===== src/tbpr_pkg.sv =====
// shared types and constants for the tile background pixel renderer
package tbpr_pkg;

    // default sizes
    localparam int TILE_MEM_BYTES_DEF = 65536;
    localparam int CHAR_COUNT_DEF     = 1024;

    // field widths
    localparam int ACTION_W     = 2;
    localparam int ADDR_W       = 16;
    localparam int DATA_W       = 32;
    localparam int ENTRY_W      = 16;
    localparam int CHAR_FIELD_W = 10;
    localparam int BANK_W       = 4;
    localparam int COORD_W      = 3;
    localparam int PIX_IDX_W    = 6;
    localparam int BYTE_W       = 8;
    localparam int NIB_W        = 4;
    localparam int PAL_IDX_W    = 8;
    localparam int COLOR_W      = 32;
    localparam int OFFSET_W     = 16;
    localparam int SUM_W        = 17;

    // map entry layout
    localparam int HFLIP_POS = 10;
    localparam int VFLIP_POS = 11;
    localparam int BANK_LSB  = 12;

    // transaction codes
    localparam logic [ACTION_W-1:0] ACT_TILE_WR = 2'd0;
    localparam logic [ACTION_W-1:0] ACT_PAL_WR  = 2'd1;
    localparam logic [ACTION_W-1:0] ACT_DRAW    = 2'd2;

    // configuration register indexes
    localparam int CFG_IDX_W = 1;
    localparam int CFG_DATA_W = 16;
    localparam logic [CFG_IDX_W-1:0] CFG_COLOR_MODE = 1'b0;
    localparam logic [CFG_IDX_W-1:0] CFG_CHAR_BASE  = 1'b1;

    // last pixel of a tile
    localparam logic [PIX_IDX_W-1:0] LAST_PIX = 6'd63;

    // input transaction
    typedef struct packed {
        logic [ACTION_W-1:0] action;
        logic [ADDR_W-1:0]   address;
        logic [DATA_W-1:0]   data;
        logic [ENTRY_W-1:0]  map_entry;
    } t_in_item;

    // output transaction
    typedef struct packed {
        logic [COORD_W-1:0] pixel_x;
        logic [COORD_W-1:0] pixel_y;
        logic [COLOR_W-1:0] color;
        logic               last;
    } t_out_item;

    // per-pixel control that travels down the pipeline
    typedef struct packed {
        logic               valid;
        logic [COORD_W-1:0] x;
        logic [COORD_W-1:0] y;
        logic               last;
        logic               nib_hi;
        logic               mode8;
        logic [BANK_W-1:0]  bank;
    } t_pix_ctl;

endpackage


===== src/tbpr_seq.sv =====
// pixel sequencer: walks the 64 pixels of a tile and forms tile byte addresses
module tbpr_seq import tbpr_pkg::*; #(
    parameter int TILE_MEM_BYTES = TILE_MEM_BYTES_DEF,
    parameter int CHAR_COUNT     = CHAR_COUNT_DEF,
    localparam int TILE_AW       = $clog2(TILE_MEM_BYTES),
    localparam int CHAR_W        = $clog2(CHAR_COUNT)
) (
    input  logic                  i_clk,
    input  logic                  i_rst_n,
    input  logic                  i_draw,
    input  logic [ENTRY_W-1:0]    i_map_entry,
    input  logic                  i_color_mode,
    input  logic [CFG_DATA_W-1:0] i_char_base,
    output logic                  o_run,
    output t_pix_ctl              o_ctl,
    output logic [TILE_AW-1:0]    o_tile_addr
);

    logic                 r_run;
    logic [PIX_IDX_W-1:0] r_cnt;
    logic [CHAR_W-1:0]    r_chr;
    logic                 r_hflip;
    logic                 r_vflip;
    logic [BANK_W-1:0]    r_bank;
    t_pix_ctl             r_ctl;
    logic [TILE_AW-1:0]   r_addr;

    logic [COORD_W-1:0]   n_sx;
    logic [COORD_W-1:0]   n_sy;
    logic [OFFSET_W-1:0]  n_off;
    logic [SUM_W-1:0]     n_sum;
    logic [CHAR_FIELD_W-1:0] n_chr;

    // source column and row after flipping
    always_comb begin
        n_sx  = r_cnt[COORD_W-1:0] ^ {COORD_W{r_hflip}};
        n_sy  = r_cnt[PIX_IDX_W-1:COORD_W] ^ {COORD_W{r_vflip}};
        n_chr = CHAR_FIELD_W'(r_chr);
        if (i_color_mode) begin
            n_off = {n_chr, n_sy, n_sx};
        end else begin
            n_off = {1'b0, n_chr, n_sy, n_sx[COORD_W-1:1]};
        end
        n_sum = {1'b0, i_char_base} + {1'b0, n_off};
    end

    // pixel counter and stage register
    always_ff @(posedge i_clk) begin
        if (!i_rst_n) begin
            r_run     <= 1'b0;
            r_cnt     <= '0;
            r_ctl     <= '0;
        end else begin
            if (i_draw) begin
                r_run   <= 1'b1;
                r_cnt   <= '0;
                r_chr   <= i_map_entry[CHAR_W-1:0];
                r_hflip <= i_map_entry[HFLIP_POS];
                r_vflip <= i_map_entry[VFLIP_POS];
                r_bank  <= i_map_entry[BANK_LSB +: BANK_W];
            end else if (r_run) begin
                r_cnt <= r_cnt + 1'b1;
                if (r_cnt == LAST_PIX) begin
                    r_run <= 1'b0;
                end
            end
            r_ctl.valid  <= r_run;
            r_ctl.x      <= r_cnt[COORD_W-1:0];
            r_ctl.y      <= r_cnt[PIX_IDX_W-1:COORD_W];
            r_ctl.last   <= (r_cnt == LAST_PIX);
            r_ctl.nib_hi <= n_sx[0];
            r_ctl.mode8  <= i_color_mode;
            r_ctl.bank   <= r_bank;
            r_addr       <= TILE_AW'(n_sum);
        end
    end

    assign o_run       = r_run;
    assign o_ctl       = r_ctl;
    assign o_tile_addr = r_addr;

endmodule


===== config.mk =====
export PLATFORM = sky130hd
export DESIGN_NAME = tbpr_seq
export DESIGN_NICKNAME = d
export VERILOG_FILES = /design/src/tbpr_pkg.sv /design/src/tbpr_seq.sv
export SDC_FILE = /design/constraint.sdc
export NUM_CORES = 1
export LEC_CHECK = 0
export BUFFER_PORTS_ARGS = -buffer_cell sky130_fd_sc_hd__buf_2
export CORE_ASPECT_RATIO = 0.5
export CORE_MARGIN = 1
export CORE_UTILIZATION = 45
export CTS_BUF_LIST = sky130_fd_sc_hd__clkbuf_4
export DETAILED_ROUTE_END_ITERATION = 16
export PLACE_DENSITY = 0.75
export REMOVE_ABC_BUFFERS = 1
export SKIP_CTS_REPAIR_TIMING = 1
export SLEW_MARGIN = 40
export SYNTH_ARGS = -nofsm -noshare
export SYNTH_HDL_FRONTEND = slang
export SYNTH_SLANG_ARGS = --single-unit

===== constraint.sdc =====
create_clock -name i_clk -period 2.2 [get_ports i_clk]
set_input_delay 0.11 -clock i_clk [delete_from_list [all_inputs] [get_ports i_clk]]
set_output_delay 0.11 -clock i_clk [all_outputs]
set_load 0.03 [all_outputs]

==> run_summary.xml <==
<?xml version="1.0" encoding="UTF-8"?>
<metrics>
  <group name="status">
    <metric name="outcome" unit="">finished, violations left</metric>
    <metric name="violations" unit="">negative setup slack</metric>
  </group>
  <group name="critical_path">
    <metric name="timing.critical_path.arrival" unit="ns">2.47</metric>
    <metric name="end_kind" unit="">register</metric>
    <metric name="crit_chain" unit="">xor2_1 -&gt; nand2_1 -&gt; o21ai_1 -&gt; ha_1 -&gt; a21oi_2 -&gt; a21o_1 -&gt; a31oi_4 -&gt; a2111oi_4 -&gt; nor3_2</metric>
    <metric name="critical_path.max_stage_delay" unit="ns">0.48</metric>
    <metric name="worst_ep_required_time" unit="ns">2.34</metric>
    <metric name="slowest_cell_on_the_critical_path" unit="">sky130_fd_sc_hd__edfxtp_1</metric>
    <metric name="startpoint_type" unit="">register</metric>
    <metric name="crit_type" unit="">reg2reg</metric>
    <metric name="path_max_fanout" unit="">4</metric>
  </group>
  <group name="logic_synthesis">
    <metric name="yosys_register_bits" unit="">53</metric>
    <metric name="synth_warnings" unit="">0</metric>
    <metric name="synth_top_area_share" unit="%">36.6</metric>
    <metric name="ys_dominant_reg_cell" unit="">sky130_fd_sc_hd__edfxtp_1</metric>
    <metric name="mappedNetlistArea" unit="mm2">0.00263</metric>
    <metric name="count_of_flip_flops_with_a_built_in_enable_after_synthesis" unit="">32</metric>
    <metric name="postSynth.asyncResetShare" unit="%">0</metric>
    <metric name="post-synth-top-area-cell" unit="">sky130_fd_sc_hd__edfxtp_1</metric>
    <metric name="synth_seq_area_share" unit="%">52.6</metric>
    <metric name="synthesized_area_per_cell" unit="um2">11.9</metric>
    <metric name="yosysUniqueCellTypes" unit="">42</metric>
    <metric name="yosys-top-cells-area" unit="">sky130_fd_sc_hd__edfxtp_1, sky130_fd_sc_hd__dfxtp_1, sky130_fd_sc_hd__ha_1</metric>
    <metric name="syn_inst" unit="">220</metric>
  </group>
  <group name="die">
    <metric name="dieHeight" unit="um">56.0</metric>
    <metric name="starting_density" unit="%">47.4</metric>
    <metric name="placementRows" unit="">19</metric>
    <metric name="chipWidth" unit="um">110</metric>
    <metric name="io_pins" unit="">67</metric>
    <metric name="floorplan.die_area" unit="mm2">0.00616</metric>
    <metric name="core_region_area" unit="mm2">0.00554</metric>
  </group>
  <group name="layout">
    <metric name="final_layout_size_suffix_gt1_share" unit="%">43.3</metric>
    <metric name="design.final.nets" unit="">396</metric>
    <metric name="num-fill-cells" unit="">412</metric>
    <metric name="insertedDiodeCount" unit="">0</metric>
    <metric name="stdcell_count" unit="">417</metric>
    <metric name="layout_commonest_cell" unit="">sky130_fd_sc_hd__buf_2</metric>
    <metric name="final_util" unit="%">66.0</metric>
    <metric name="fin_area" unit="mm2">0.00365</metric>
    <metric name="commonest_cells_after_routing_fill_and_taps_aside" unit="">sky130_fd_sc_hd__buf_2, sky130_fd_sc_hd__buf_4, sky130_fd_sc_hd__edfxtp_1, sky130_fd_sc_hd__dfxtp_1</metric>
    <metric name="area_delta_synth_final" unit="%">39.2</metric>
  </group>
  <group name="clocking">
    <metric name="cts_h_tree_depth" unit="">2</metric>
    <metric name="tritoncts.num_buffers" unit="">5</metric>
    <metric name="cts-root-buf" unit="">sky130_fd_sc_hd__clkbuf_4</metric>
    <metric name="cts_tree" unit="">done</metric>
    <metric name="tritoncts_sink_count" unit="">53</metric>
    <metric name="cts_buffer_depth" unit="">2</metric>
    <metric name="latest_clock_arrival_within_the_worst_skew_pair" unit="ns">0.38</metric>
    <metric name="cts.reportedPaths.clkPinSlew" unit="ns">0.15</metric>
  </group>
  <group name="routing">
    <metric name="drt_first_iter_violations" unit="">60</metric>
    <metric name="wl_cell" unit="um">14.1</metric>
    <metric name="drcViolationCount" unit="">0</metric>
    <metric name="avgViaCountPerCell" unit="">4.95</metric>
    <metric name="num_vias" unit="">2066</metric>
    <metric name="initial_drt_pass_iterations" unit="">4</metric>
    <metric name="final_antenna_net_count" unit="">0</metric>
    <metric name="wl" unit="um">5870</metric>
  </group>
  <group name="timing">
    <metric name="final.setup.worst_slack" unit="ns">-0.136</metric>
    <metric name="final_min_period_over_clock_period" unit="%">106</metric>
    <metric name="setup_viol" unit="">7</metric>
    <metric name="worst_slew_pin_slew" unit="ns">0.761</metric>
    <metric name="finalHoldViolCount" unit="">0</metric>
    <metric name="timing.clock.skew" unit="ns">0.0171</metric>
    <metric name="timing.final.max_slew_violations" unit="">0</metric>
    <metric name="unrepaired_setup_endpoints_after_global_routing" unit="">yes</metric>
    <metric name="period_minus_slack" unit="ns">2.34</metric>
    <metric name="timing.slew.headroom" unit="%">49.3</metric>
    <metric name="fmax" unit="MHz">428</metric>
  </group>
  <group name="place">
    <metric name="io_buffers" unit="">66</metric>
    <metric name="placed_cells" unit="">388</metric>
    <metric name="place_ws" unit="ns">-0.166</metric>
    <metric name="hpwlAfterDp" unit="um">4170</metric>
    <metric name="place.gp.congestion" unit="">0.844</metric>
    <metric name="dpl-instance-area" unit="mm2">0.00328</metric>
  </group>
  <group name="power_and_ir_drop">
    <metric name="power_frac_clock" unit="%">22.5</metric>
    <metric name="intPower" unit="W">0.00176</metric>
    <metric name="p_sw_share" unit="%">29.8</metric>
    <metric name="vdd_drop_max" unit="mV">0.320</metric>
    <metric name="leakage" unit="nW">1.62</metric>
    <metric name="pwr_density_cell" unit="mW/mm2">685</metric>
    <metric name="sequential_power_share" unit="%">47.5</metric>
    <metric name="p_comb_share" unit="%">30.0</metric>
    <metric name="power.net_switching" unit="W">0.000746</metric>
  </group>
  <group name="global_route">
    <metric name="grt_busiest_layer" unit="">met2</metric>
    <metric name="grt_usage" unit="%">18.7</metric>
    <metric name="first_pass_grt_wire_length" unit="um">8630</metric>
    <metric name="gr-usage-met3" unit="%">4.10</metric>
    <metric name="grt_start_max_net_pins" unit="">32</metric>
    <metric name="met1_usage" unit="%">23.3</metric>
    <metric name="met2_usage" unit="%">31.8</metric>
    <metric name="grt_pass1_vias" unit="">1928</metric>
    <metric name="antenna_found_initial" unit="">0</metric>
    <metric name="globalRouteOverflowTotal" unit="">0</metric>
  </group>
  <group name="job">
    <metric name="maxCapViolCount" unit="">0</metric>
  </group>
  <group name="worst_hold_path">
    <metric name="hp-class" unit="">in2reg</metric>
  </group>
</metrics>
[power by group through the flow]
stage / Combinational (W) / Sequential, W / Clock [W]
2_1_floorplan: 0.000296 / 0.00134 / 0
3_3_place_gp: 0.000645 / 0.00121 / 0
3_5_place_dp: 0.000661 / 0.00121 / 0
4_1_cts: 0.000663 / 0.00119 / 0.000565
5_1_grt: 0.000815 / 0.00120 / 0.000613
6_report: 0.000751 / 0.00119 / 0.000563
[critical path: cells and delay by family, from the launching register on]
| family | cells | cell delay [ns] |
|---|---|---|
| AO/OA/AOI/OAI | 5 | 0.97 |
| flip-flops | 1 | 0.48 |
| AND/OR/NAND/NOR | 2 | 0.12 |
| XOR/XNOR | 1 | 0.19 |
| adder cells (fa/ha/maj) | 1 | 0.35 |
[stage by stage]
stage	setup TNS (ns)	power (W)	hold slack, ns
2_1_floorplan	-0.114	0.00163	0.209
3_3_place_gp	-0.140	0.00185	0.287
3_5_place_dp	-0.414	0.00187	0.288
4_1_cts	-0.441	0.00242	-0.114
5_1_grt	-1.34	0.00263	0.0269
6_report	-0.429	0.00250	0.0533
[flip-flops by register name (all words and copies together) (netlist names)]
signal / cells
n_chr: 10
r_bank: 4
o_ctl: 14
o_tile_addr: 16
r_cnt: 6
r_hflip: 1
r_vflip: 1
o_run: 1
[cell type report]
class                   instances  area (um2)  share of cell area [%]
flip-flops and latches         53        1380                    37.8
multi-input cells             156        1280                    35.1
repair buffers                123         802                    21.9
well taps                      73        91.3                    2.50
clock buffers                   6        45.0                    1.23
clock inverters                 2        35.0                   0.959
inverters                       4        15.0                   0.411
[metal layers]
| layer | share of wire (%) | vias up | routed length (um) |
|---|---|---|---|
| li1 | - | 1038 | - |
| met1 | 44 | 971 | 2580 |
| met2 | 51 | 49 | 2980 |
| met4 | 1.0 | 0 | 61 |
| met3 | 4.2 | 8 | 245 |
| met5 | 0 | - | 0 |
[logic make-up after synthesis]
| family | Yosys count | synth area share, % |
|---|---|---|
| multiplexers | 14 | 5.77 |
| buffers and inverters | 11 | 1.95 |
| adder cells (fa/ha/maj) | 17 | 8.39 |
| AND/OR/NAND/NOR | 59 | 11.6 |
| flip-flops | 53 | 52.6 |
| XOR/XNOR | 25 | 8.34 |
| AO/OA/AOI/OAI | 41 | 11.3 |
[worst paths after layout]
path                      to  cells past startpoint  slack [ns]           start
max          o_tile_addr[15]                      9       -0.14         r_hflip
min           o_tile_addr[0]                      2        0.05  i_char_base[0]
max reg2reg  o_tile_addr[15]                      9       -0.14         r_hflip
min reg2reg         o_ctl[0]                      1        0.47       r_bank[0]
[cells in the mapped netlist, types with 2 or more instances]
| master | count |
|---|---|
| sky130_fd_sc_hd__nand4_1 | 2 |
| sky130_fd_sc_hd__mux2i_1 | 5 |
| sky130_fd_sc_hd__nor2_1 | 12 |
| sky130_fd_sc_hd__clkbuf_1 | 4 |
| sky130_fd_sc_hd__a21oi_1 | 15 |
| sky130_fd_sc_hd__mux2_2 | 9 |
| sky130_fd_sc_hd__a21o_1 | 8 |
| sky130_fd_sc_hd__nor3_1 | 4 |
| sky130_fd_sc_hd__xnor2_1 | 15 |
| sky130_fd_sc_hd__ha_1 | 16 |
| sky130_fd_sc_hd__nand3_1 | 5 |
| sky130_fd_sc_hd__edfxtp_1 | 32 |
| sky130_fd_sc_hd__and3_1 | 2 |
| sky130_fd_sc_hd__nand2b_1 | 2 |
| sky130_fd_sc_hd__o21ai_0 | 5 |
| sky130_fd_sc_hd__inv_1 | 4 |
| sky130_fd_sc_hd__and2_1 | 16 |
| sky130_fd_sc_hd__nand2_1 | 11 |
| sky130_fd_sc_hd__dfxtp_1 | 21 |
| sky130_fd_sc_hd__xor2_1 | 10 |
No activity file was read; power rests on OpenSTA's default activity.
